**src/rtl/core/ebph_pkg.sv**
```systemverilog
package ebph_pkg;

    // Default number of entries in the queue between front and back.
    localparam int EBPH_QUEUE_DEPTH = 4;

    // Request codes carried in the req_type field.
    typedef enum logic [1:0] {
        REQ_START_SEND = 2'd0,
        REQ_PAYLOAD    = 2'd1,
        REQ_START_RECV = 2'd2,
        REQ_LINE       = 2'd3
    } t_req;

    // Destination codes of a result word.
    localparam logic [1:0] DEST_TX   = 2'd0;
    localparam logic [1:0] DEST_HOST = 2'd1;
    localparam logic [1:0] DEST_DONE = 2'd2;

    // Command bytes; the low nibble carries the device number.
    localparam logic [7:0] CMD_SEND = 8'h60;
    localparam logic [7:0] CMD_RECV = 8'h40;
    localparam logic [7:0] CMD_CTS  = 8'h30;
    localparam logic [7:0] CMD_RESP = 8'hB0;
    localparam logic [7:0] CMD_NACK = 8'hC0;
    localparam logic [7:0] CMD_ACK  = 8'h20;

    // Up to four result words produced by one input word.
    typedef struct packed {
        logic [1:0]      dest;
        logic [1:0]      last_idx;
        logic [3:0][7:0] bytes;
        logic [15:0]     rx_length;
    } t_entry;

    // Write side of the queue.
    typedef struct packed {
        logic   valid;
        t_entry entry;
    } t_enq;

endpackage

```
**src/rtl/core/ebph_front.sv**
```systemverilog
module ebph_front import ebph_pkg::*; (
    input  logic        i_clk,
    input  logic        i_rst_n,
    input  logic        push,
    input  logic [1:0]  i_req_type,
    input  logic [3:0]  i_dev,
    input  logic [7:0]  i_data,
    input  logic [15:0] i_length,
    input  logic        i_q_full,
    output t_enq        o_enq
);

    typedef enum logic [3:0] {
        PH_IDLE, PH_S_PAY, PH_S_ECHO_FIX, PH_S_ECHO_PAY, PH_S_STATUS,
        PH_R_ECHO, PH_R_RESP, PH_R_ECHO_CTS, PH_R_RESP2, PH_R_LEN_HI,
        PH_R_LEN_LO, PH_R_PAY, PH_R_CK, PH_R_STATUS
    } t_phase;

    t_phase      r_phase, n_phase;
    logic [15:0] r_byte_count, n_byte_count;
    logic [15:0] r_frame_length, n_frame_length;
    logic [7:0]  r_running_xor, n_running_xor;
    logic [3:0]  r_device_id, n_device_id;
    logic [7:0]  r_first_response, n_first_response;

    logic        accept;
    logic [15:0] count_inc;
    logic [7:0]  xor_next;
    logic [7:0]  dev_byte;
    logic [7:0]  cur_dev_byte;

    assign accept       = push && !i_q_full;
    assign count_inc    = r_byte_count + 16'd1;
    assign xor_next     = r_running_xor ^ i_data;
    assign dev_byte     = {4'h0, i_dev};
    assign cur_dev_byte = {4'h0, r_device_id};

    // Classify the word, update the protocol state and build the results.
    always_comb begin
        n_phase          = r_phase;
        n_byte_count     = r_byte_count;
        n_frame_length   = r_frame_length;
        n_running_xor    = r_running_xor;
        n_device_id      = r_device_id;
        n_first_response = r_first_response;
        o_enq            = '0;

        unique case (t_req'(i_req_type))
            REQ_START_SEND: begin
                n_device_id          = i_dev;
                n_frame_length       = i_length;
                n_byte_count         = '0;
                n_running_xor        = '0;
                o_enq.valid          = 1'b1;
                o_enq.entry.dest     = DEST_TX;
                o_enq.entry.bytes[0] = CMD_SEND | dev_byte;
                o_enq.entry.bytes[1] = i_length[15:8];
                o_enq.entry.bytes[2] = i_length[7:0];
                o_enq.entry.bytes[3] = 8'h00;
                if (i_length == 16'd0) begin
                    o_enq.entry.last_idx = 2'd3;
                    n_phase              = PH_S_ECHO_FIX;
                end else begin
                    o_enq.entry.last_idx = 2'd2;
                    n_phase              = PH_S_PAY;
                end
            end
            REQ_START_RECV: begin
                n_device_id          = i_dev;
                n_frame_length       = '0;
                n_byte_count         = '0;
                o_enq.valid          = 1'b1;
                o_enq.entry.dest     = DEST_TX;
                o_enq.entry.bytes[0] = CMD_RECV | dev_byte;
                n_phase              = PH_R_ECHO;
            end
            REQ_PAYLOAD: begin
                if (r_phase == PH_S_PAY) begin
                    n_running_xor        = xor_next;
                    o_enq.valid          = 1'b1;
                    o_enq.entry.dest     = DEST_TX;
                    o_enq.entry.bytes[0] = i_data;
                    if (count_inc == r_frame_length) begin
                        o_enq.entry.bytes[1] = xor_next;
                        o_enq.entry.last_idx = 2'd1;
                        n_byte_count         = '0;
                        n_phase              = PH_S_ECHO_FIX;
                    end else begin
                        n_byte_count = count_inc;
                    end
                end
            end
            REQ_LINE: begin
                unique case (r_phase)
                    PH_S_ECHO_FIX: begin
                        // Header, two length bytes and checksum echo back.
                        if (count_inc >= 16'd4) begin
                            n_byte_count = '0;
                            n_phase = (r_frame_length != 16'd0) ? PH_S_ECHO_PAY
                                                                : PH_S_STATUS;
                        end else begin
                            n_byte_count = count_inc;
                        end
                    end
                    PH_S_ECHO_PAY: begin
                        n_byte_count = count_inc;
                        if (count_inc == r_frame_length) begin
                            n_phase = PH_S_STATUS;
                        end
                    end
                    PH_S_STATUS: begin
                        o_enq.valid          = 1'b1;
                        o_enq.entry.dest     = DEST_DONE;
                        o_enq.entry.bytes[0] = i_data;
                        n_phase              = PH_IDLE;
                    end
                    PH_R_ECHO: begin
                        n_phase = PH_R_RESP;
                    end
                    PH_R_RESP: begin
                        n_first_response = i_data;
                        o_enq.valid      = 1'b1;
                        if (i_data == (CMD_NACK | cur_dev_byte)) begin
                            o_enq.entry.dest     = DEST_DONE;
                            o_enq.entry.bytes[0] = i_data;
                            n_phase              = PH_IDLE;
                        end else begin
                            o_enq.entry.dest     = DEST_TX;
                            o_enq.entry.bytes[0] = CMD_CTS | cur_dev_byte;
                            n_phase              = PH_R_ECHO_CTS;
                        end
                    end
                    PH_R_ECHO_CTS: begin
                        n_phase = PH_R_RESP2;
                    end
                    PH_R_RESP2: begin
                        if (i_data == (CMD_RESP | cur_dev_byte)) begin
                            n_phase = PH_R_LEN_HI;
                        end else begin
                            o_enq.valid          = 1'b1;
                            o_enq.entry.dest     = DEST_DONE;
                            o_enq.entry.bytes[0] = r_first_response;
                            n_phase              = PH_IDLE;
                        end
                    end
                    PH_R_LEN_HI: begin
                        n_frame_length = {i_data, 8'h00};
                        n_phase        = PH_R_LEN_LO;
                    end
                    PH_R_LEN_LO: begin
                        n_frame_length = {r_frame_length[15:8], i_data};
                        n_byte_count   = '0;
                        n_phase = ({r_frame_length[15:8], i_data} != 16'd0) ? PH_R_PAY
                                                                            : PH_R_CK;
                    end
                    PH_R_PAY: begin
                        o_enq.valid          = 1'b1;
                        o_enq.entry.dest     = DEST_HOST;
                        o_enq.entry.bytes[0] = i_data;
                        n_byte_count         = count_inc;
                        if (count_inc == r_frame_length) begin
                            n_phase = PH_R_CK;
                        end
                    end
                    PH_R_CK: begin
                        // The checksum byte is dropped without a check.
                        o_enq.valid          = 1'b1;
                        o_enq.entry.dest     = DEST_TX;
                        o_enq.entry.bytes[0] = CMD_ACK | cur_dev_byte;
                        n_phase              = PH_R_STATUS;
                    end
                    PH_R_STATUS: begin
                        o_enq.valid           = 1'b1;
                        o_enq.entry.dest      = DEST_DONE;
                        o_enq.entry.bytes[0]  = i_data;
                        o_enq.entry.rx_length = r_frame_length;
                        n_phase               = PH_IDLE;
                    end
                    default: begin
                        // Stray line bytes while idle or in the send payload.
                    end
                endcase
            end
            default: begin
            end
        endcase

        if (!accept) begin
            o_enq.valid = 1'b0;
        end
    end

    // Protocol state, updated only on accepted words.
    always_ff @(posedge i_clk) begin
        if (!i_rst_n) begin
            r_phase          <= PH_IDLE;
            r_byte_count     <= '0;
            r_frame_length   <= '0;
            r_running_xor    <= '0;
            r_device_id      <= '0;
            r_first_response <= '0;
        end else if (accept) begin
            r_phase          <= n_phase;
            r_byte_count     <= n_byte_count;
            r_frame_length   <= n_frame_length;
            r_running_xor    <= n_running_xor;
            r_device_id      <= n_device_id;
            r_first_response <= n_first_response;
        end
    end

endmodule

```
**src/rtl/core/ebph_queue.sv**
```systemverilog
module ebph_queue import ebph_pkg::*; #(
    parameter int DEPTH = EBPH_QUEUE_DEPTH
) (
    input  logic   i_clk,
    input  logic   i_rst_n,
    input  t_enq   i_enq,
    output logic   o_full,
    input  logic   i_pop,
    output logic   o_empty,
    output t_entry o_head
);

    localparam int PTR_W = (DEPTH > 1) ? $clog2(DEPTH) : 1;
    localparam int CNT_W = $clog2(DEPTH + 1);

    t_entry             r_mem [DEPTH];
    logic [PTR_W-1:0]   r_wr_ptr, r_rd_ptr;
    logic [CNT_W-1:0]   r_count;
    logic               wr_en, rd_en;

    assign o_full  = (r_count == CNT_W'(DEPTH));
    assign o_empty = (r_count == '0);
    assign wr_en   = i_enq.valid && !o_full;
    assign rd_en   = i_pop && !o_empty;
    assign o_head  = r_mem[r_rd_ptr];

    // Entry storage.
    always_ff @(posedge i_clk) begin
        if (wr_en) begin
            r_mem[r_wr_ptr] <= i_enq.entry;
        end
    end

    // Pointers and fill count.
    always_ff @(posedge i_clk) begin
        if (!i_rst_n) begin
            r_wr_ptr <= '0;
            r_rd_ptr <= '0;
            r_count  <= '0;
        end else begin
            if (wr_en) begin
                r_wr_ptr <= (r_wr_ptr == PTR_W'(DEPTH - 1)) ? '0 : r_wr_ptr + 1'b1;
            end
            if (rd_en) begin
                r_rd_ptr <= (r_rd_ptr == PTR_W'(DEPTH - 1)) ? '0 : r_rd_ptr + 1'b1;
            end
            if (wr_en && !rd_en) begin
                r_count <= r_count + 1'b1;
            end else if (rd_en && !wr_en) begin
                r_count <= r_count - 1'b1;
            end
        end
    end

endmodule

```
**src/rtl/core/ebph_back.sv**
```systemverilog
module ebph_back import ebph_pkg::*; (
    input  logic        i_clk,
    input  logic        i_rst_n,
    input  logic        i_q_empty,
    input  t_entry      i_q_head,
    output logic        o_q_pop,
    output logic        empty,
    input  logic        pop,
    output logic [1:0]  o_dest,
    output logic [7:0]  o_out_byte,
    output logic [15:0] o_rx_length,
    output logic        o_last
);

    logic       r_valid;
    t_entry     r_entry;
    logic [1:0] r_idx;
    logic       take, done, load;

    assign take    = r_valid && pop;
    assign done    = take && (r_idx == r_entry.last_idx);
    assign load    = (!r_valid || done) && !i_q_empty;
    assign o_q_pop = load;

    // Present the current word of the entry being unpacked.
    assign empty       = !r_valid;
    assign o_dest      = r_entry.dest;
    assign o_out_byte  = r_entry.bytes[r_idx];
    assign o_rx_length = r_entry.rx_length;
    assign o_last      = (r_idx == r_entry.last_idx);

    // Control: entry valid and word index.
    always_ff @(posedge i_clk) begin
        if (!i_rst_n) begin
            r_valid <= 1'b0;
            r_idx   <= '0;
        end else if (load) begin
            r_valid <= 1'b1;
            r_idx   <= '0;
        end else if (done) begin
            r_valid <= 1'b0;
        end else if (take) begin
            r_idx <= r_idx + 1'b1;
        end
    end

    // Entry payload.
    always_ff @(posedge i_clk) begin
        if (load) begin
            r_entry <= i_q_head;
        end
    end

endmodule

```
**src/rtl/core/echo_bus_packet_host_engine.sv**
```systemverilog
// Channel  | Handshake        | Word fields
// ---------+------------------+---------------------------------------------
// request  | push / full      | i_req_type, i_dev, i_data, i_length
// result   | pop / empty      | o_dest, o_out_byte, o_rx_length, o_last
//
// The front takes one request word per cycle while full is low; full rises
// when the QUEUE_DEPTH-entry queue is full, and a word makes at most one entry.
// The back drains one result word per cycle while pop is high, so a four-word
// entry holds the queue head until its last word is taken, and pop stalls
// back up into full. A first result word is registered in the queue and then
// in the back. Reset is synchronous and active low; it returns to idle and drops results.
module echo_bus_packet_host_engine import ebph_pkg::*; #(
    parameter int QUEUE_DEPTH = EBPH_QUEUE_DEPTH
) (
    input  logic        i_clk,
    input  logic        i_rst_n,
    input  logic        push,
    output logic        full,
    input  logic [1:0]  i_req_type,
    input  logic [3:0]  i_dev,
    input  logic [7:0]  i_data,
    input  logic [15:0] i_length,
    output logic        empty,
    input  logic        pop,
    output logic [1:0]  o_dest,
    output logic [7:0]  o_out_byte,
    output logic [15:0] o_rx_length,
    output logic        o_last
);

    t_enq   enq;
    t_entry q_head;
    logic   q_full, q_empty, q_pop;

    assign full = q_full;

    // Request classification and protocol state.
    ebph_front u_front (
        .i_clk      (i_clk),
        .i_rst_n    (i_rst_n),
        .push       (push),
        .i_req_type (i_req_type),
        .i_dev      (i_dev),
        .i_data     (i_data),
        .i_length   (i_length),
        .i_q_full   (q_full),
        .o_enq      (enq)
    );

    // Entry queue between front and back.
    ebph_queue #(
        .DEPTH (QUEUE_DEPTH)
    ) u_queue (
        .i_clk   (i_clk),
        .i_rst_n (i_rst_n),
        .i_enq   (enq),
        .o_full  (q_full),
        .i_pop   (q_pop),
        .o_empty (q_empty),
        .o_head  (q_head)
    );

    // Result word sequencing.
    ebph_back u_back (
        .i_clk       (i_clk),
        .i_rst_n     (i_rst_n),
        .i_q_empty   (q_empty),
        .i_q_head    (q_head),
        .o_q_pop     (q_pop),
        .empty       (empty),
        .pop         (pop),
        .o_dest      (o_dest),
        .o_out_byte  (o_out_byte),
        .o_rx_length (o_rx_length),
        .o_last      (o_last)
    );

endmodule

```
**config.mk**
```make
export PLATFORM = sky130hd
export DESIGN_NAME = echo_bus_packet_host_engine
export DESIGN_NICKNAME = d
export VERILOG_FILES = /design/src/rtl/core/ebph_pkg.sv /design/src/rtl/core/ebph_front.sv /design/src/rtl/core/ebph_queue.sv /design/src/rtl/core/ebph_back.sv /design/src/rtl/core/echo_bus_packet_host_engine.sv
export SDC_FILE = /design/constraint.sdc
export NUM_CORES = 1
export LEC_CHECK = 0
export BUFFER_PORTS_ARGS = -buffer_cell sky130_fd_sc_hd__buf_2
export CAP_MARGIN = 40
export CORE_MARGIN = 2
export CORE_UTILIZATION = 35
export CTS_CLUSTER_DIAMETER = 50
export DETAILED_ROUTE_END_ITERATION = 8
export PLACE_DENSITY = 0.59
export SYNTH_ARGS = -nofsm -noshare
export SYNTH_HDL_FRONTEND = slang
export SYNTH_SLANG_ARGS = --single-unit
```
**constraint.sdc**
```tcl
create_clock -name i_clk -period 4 [get_ports i_clk]
set_clock_uncertainty 0.15 [all_clocks]
set_input_delay 0.2 -clock i_clk [delete_from_list [all_inputs] [get_ports i_clk]]
set_output_delay 0.2 -clock i_clk [all_outputs]
set_load 0.005 [all_outputs]
```
Yosys cells after proc, flatten, opt, wreduce, memory -nomap -nowiden:

Memories as Yosys holds them, arrays and structs flattened. A register that Yosys moved wholly into a read port is not among the register bits.
Index checks and enable logic that the tools add are counted.

* bits in registers: 74
* memory bits (writable): 176
* input bits: 34
* logic and storage cells: 144
* memories kept: 1

Memories
* u_queue.r_mem: depth 4, bits a word 44, rd ports 1, clocked after memory_dff 1, write ports 1, line ebph_queue.sv:16 `t_entry r_mem [DEPTH];`

* add/sub/neg operators: 6
* order comparisons: 2
* equal/unequal tests: 33
* muxes and demuxes: 50
* bitwise gates (word level): 3
* reduce and logical (&&, ||, !) cells: 36

Operators by type and width (count)
* one-hot mux 16 bit (3 select lines): 3
* two-way mux 16 bit: 6
* one-hot mux 8 bit (4 select lines): 2
* two-way mux 8 bit: 6
* one-hot mux 4 bit (11 select lines): 1
* one-hot mux 16 bit (2 select lines): 1
* one-hot mux 8 bit (2 select lines): 2
* nonzero test 16 bit: 2
* == test 4 bit (second input constant): 6
* two-way mux 4 bit: 6
* two-way mux 3 bit: 6
* adder 16 x 1 -> 16 bit (second input constant): 1
* binary-select mux 8 bit (select 2 bit): 1
* == test 16 bit: 1
* == test 4 x 3 -> 1 bit (second input constant): 4
* == test 8 bit: 2
* greater-or-equal comparator 16 x 3 -> 1 bit (second input constant): 1
* logical NOT 16 bit: 1
* one-hot mux 4 bit (4 select lines): 1
* one-hot mux 3 bit (5 select lines): 1
* inequality test 12 bit (second input constant): 1
* AND reduction 3 bit: 4
* inequality test 3 x 2 -> 1 bit (second input constant): 3
* one-hot mux 3 bit (3 select lines): 1
* other kinds (32): 67

Depth between registers and ports, before layout:

* depth after elaboration: 11
* depth in mapped cells: 13
* gate-level depth less buffers: 12

Cells and area by module:

A second synthesis with hierarchy kept.

* cells, all modules: 1045
* area, all modules: 14908.0 um^2

Modules (own cells, without submodules)
* ebph_queue: times used 1, cells an instance 323, area an instance 8045.2 um^2, sequential area each 6426.2 um^2
* ebph_front: times used 1, cells an instance 618, area an instance 4732.0 um^2, sequential area each 1121.1 um^2
* ebph_back: times used 1, cells an instance 104, area an instance 2130.8 um^2, sequential area each 1621.6 um^2

Least setup slack after synthesis:

OpenSTA, ideal clock, no wires.

* path kind: flip-flop to flip-flop
* start point: register u_front.r_phase[3]
* end point: memory u_queue.r_mem[3][0] in the netlist's numbering (enable)
* library setup time: 0.406 ns
* data arrival time: 2.627 ns
* setup slack: 0.818 ns
* cell stages (with the launch flop): 7
* period minus slack after synthesis: 3.182 ns
* cells stage by stage: dfxtp_1 > clkbuf_1 > nor2b_1 > clkbuf_1 > a31oi_1 > a31oi_1 > and2_1

* longest elaborated chain between the ends: 8
* elaborated cells between the ends (all ways): 15
* those cells by class: 7 x eq/ne; 6 x mux; 2 x reduce/logical

RTL lines
* start, declared: line ebph_front.sv:19 `t_phase r_phase, n_phase;`
* start signal, assigned: line ebph_front.sv:203 `r_phase <= n_phase;`
* == test 4 x 3 -> 1 bit or == test 4 bit (tied branches): line ebph_front.sv:94 `unique case (r_phase)`
* OR reduction 2 bit (no line)
* one-hot mux 3 bit (5 select lines): line ebph_front.sv:94
* one-hot mux 3 bit (3 select lines) (*): line ebph_front.sv:48 `unique case (t_req'(i_req_type))`
* two-way mux 1 bit (*): line ebph_front.sv:188 `if (!accept) begin`
* logical AND 1 bit (*): line ebph_queue.sv:23 `assign wr_en = i_enq.valid && !o_full;`
* via u_queue.wr_en: line ebph_queue.sv:19 `logic wr_en, rd_en;`
* two-way mux 1 bit (*): line ebph_queue.sv:29 `if (wr_en) begin`
* two-way mux 1 bit (implied by the code) (*): line ebph_queue.sv:30 `r_mem[r_wr_ptr] <= i_enq.entry;`
* end, declared: line ebph_queue.sv:16

Mark *: on every way through the listed nets, which the timed path passes. The rest lies on a longest branch.

==> results.tsv <==
metric	value	unit
top_layer_used	met5	
routed-wl-met3	1467	µm
dr_total_vias	8330	
area_delta_synth_final	15.57	%
firstDrtPassIters	5	
cts_root_buf	clkbuf_16	
syn_avg_cell_area	12.97	µm²
dieHeight	198.4	µm
worstPathArrival	3.85	ns
grt_max_degree	59	
num_io_pins	63	
wirelength	30370	µm
drcViolationCount	0	
h-tree-depth	1	
io_buffers	62	
hp-class	input pin to flip-flop	
dr_wl_met2	14430	µm
synth_nets	1062	
yosysSeqAreaShare	0.5993	
crit_path_start_kind	flip-flop	
ys_warn_count	0	
cts_tree	yes	
rsz0062_at_grt	no	
hold_viol_final	0	
synth_cell_types	73	
ys_async_sr_fraction	0	
required	4.15	ns
hpwl	19990	µm
synth_edf_count	220	
viasPerCell	5.152	
p_leak	5.288	nW
crit_type	flip-flop to flip-flop	
antenna_found_initial	3	
drt_iter0_drc	677	
rows	71	
post_cts_buffers	0	
clkSinkCount	286	
finalSetupViolCount	0	
grt_pass1_wl	47090	µm
worst_slew_pin_slew	0.9145	ns
grt_use_total	0.1563	
stdcell_area	15290	µm²
critPathCaptureType	flip-flop	
crit_fanout	9	
slew_viol_final	0	
cap_violations	0	
drive_above_1_share	0.1937	
finalCriticalPeriod	3.704	ns
tns	0	ns
antenna_left	0	
grt_pass1_vias	8158	
ir_worst_vdd	0.3041	mV
final_cell_mix	edfxtp_1, nand2_1, dfxtp_1	
fmax	270.0	MHz
cts_buffers	31	
status	finished clean	
slew_headroom	0.3885	
overflow	0	
clk_pin_slew	0.06	ns
syn_inst	1020	
synth_seq_cells	286	
coreArea	37400	µm²
wl_met1	13910	µm
clockBufferDepth	3	
die_w	198.4	µm
post_dp_cell_area	13960	µm²
ys.flop_type	edfxtp_1	
globalplace.congestion	0.8436	
dieArea	39360	µm²
post_synth_instance_area	13230	µm²
insertion_delay	0.57	ns
initial_core_util	0.3537	
post-route-period-util	0.9261	
p_per_area	555.2	nW/µm²
final_common_cell	edfxtp_1	
filler_cell_count	3419	
fin_nets	1122	
post_drt_wl_per_cell	18.78	µm
## cell usage after synthesis (13+ instances only)
library cell  instances  area (µm²)
o21ai_0              50       250.2
nor2_1               48       180.2
mux4_2               44       991.0
nor3_1               18       90.09
inv_1                18       67.56
mux2i_1              23       230.2
o211a_1              18       180.2
xnor2_1              29       254.0
nor2b_1              36       225.2
dfxtp_1              66        1321
clkbuf_1             45       168.9
edfxtp_1            220        6606
nand3_1              18       90.09
nor4_1               19       118.9
and2_1               42       262.8
nand2_1              84       315.3
a21oi_1              32       160.2
xor2_1               13       113.9
buf_4                28       210.2
## metal layers
| layer | vias to the layer above | global-route usage |
|---|---|---|
| li1 | 3948 | - |
| met1 | 4133 | 0.2156 |
| met2 | 201 | 0.2582 |
| met3 | 46 | 0.02255 |
| met4 | 2 | 0.04205 |
| met5 | - | 0 |
## final timing paths
path,from,to,slack [ns],cells after the start
worst min-delay path,i_data[2],u_front.r_running_xor[2]$_SDFFE_PN0P_,0.02,4
worst min register to register,u_front.r_first_response[2]$_SDFFE_PN0P_,u_front.r_first_response[2]$_SDFFE_PN0P_,0.37,2
worst max register to register,u_front.r_byte_count[1]$_SDFFE_PN0P_,u_queue.r_mem[0][30]$_DFFE_PP_,0.30,9
worst max-delay path,u_front.r_byte_count[1]$_SDFFE_PN0P_,u_queue.r_mem[0][30]$_DFFE_PP_,0.30,9
## kinds of logic (layout without fill, tap and decap cells)
| kind of cell | after synthesis | count (layout) | share of synthesized area |
|---|---|---|---|
| and+or+nand+nor | 327 | 327 | 0.1338 |
| muxes | 68 | 68 | 0.09317 |
| adders and majority gates | 8 | 8 | 0.008134 |
| xor gates and xnor gates | 42 | 42 | 0.02781 |
| buffers and inverters | 108 | 193 | 0.04275 |
| DFF | 286 | 286 | 0.5993 |
| other | 0 | 1 | 0 |
| AOI/OAI and AO/OA | 181 | 181 | 0.09497 |
## registers in the layout (all words and copies together) (netlist names), 4 cells and up
name                      count
u_back.o_rx_length           16
u_back.r_entry               26
u_front.r_byte_count         16
u_front.r_device_id           4
u_front.r_first_response      8
u_front.r_frame_length       16
u_front.r_phase               4
u_front.r_running_xor         8
u_queue.r_mem               176
## timing repair
action                                 4_1_cts  5_1_grt
setup endpoints to repair                    0       23
endpoints found under the hold margin       75        0
resized for setup                            0        1
hold buffers                                26        0
## worst max-delay path, stage by stage, from the launching register on
cell	delay, ns
dfxtp_1	0.47
ha_1	0.35
nand3_1	0.30
nor4_2	0.48
a21oi_1	0.08
a2111o_1	0.40
nor4_1	0.33
nand4_1	0.19
buf_4	0.22
o21ai_0	0.48
## through the flow
step | power (mW) | worst slack [ns] | hold WS (ns) | utilization | std cells
2_1_floorplan | 5.181 | 0.8175 | 0.1949 | - | 1020
4_1_cts | 8.610 | 0.1926 | 0.0005085 | 0.4085 | 1616
3_5_place_dp | 5.716 | 0.2038 | 0.3444 | 0.3734 | 1532
5_1_grt | 8.895 | 0.03425 | 0.05039 | 0.4087 | 1616
3_3_place_gp | 5.683 | 0.2480 | 0.3310 | 0.3730 | 1531
6_report | 8.488 | 0.2958 | 0.01680 | 0.4088 | 1617
## where the power goes
| part | internal [mW] | switching [mW] | leakage (nW) |
|---|---|---|---|
| Clock | 1.66 | 1.21 | 0.519 |
| Combinational | 0.767 | 0.846 | 2.22 |
| Sequential | 3.73 | 0.273 | 2.55 |
| Total | 6.16 | 2.33 | 5.29 |
## final cells by class
class                      count  area (µm²)  area share
antenna                        1       2.502   0.0001637
clock buffer                  36       844.6     0.05525
clock inverter                22       210.2     0.01375
inverter                      19       71.32    0.004665
multi-input combinational    626        4748      0.3106
sequential                   286        7933      0.5189
tap                          511       639.4     0.04182
timing repair buffer         116       838.3     0.05484
Note: power is estimated with default switching activity, not from simulation.
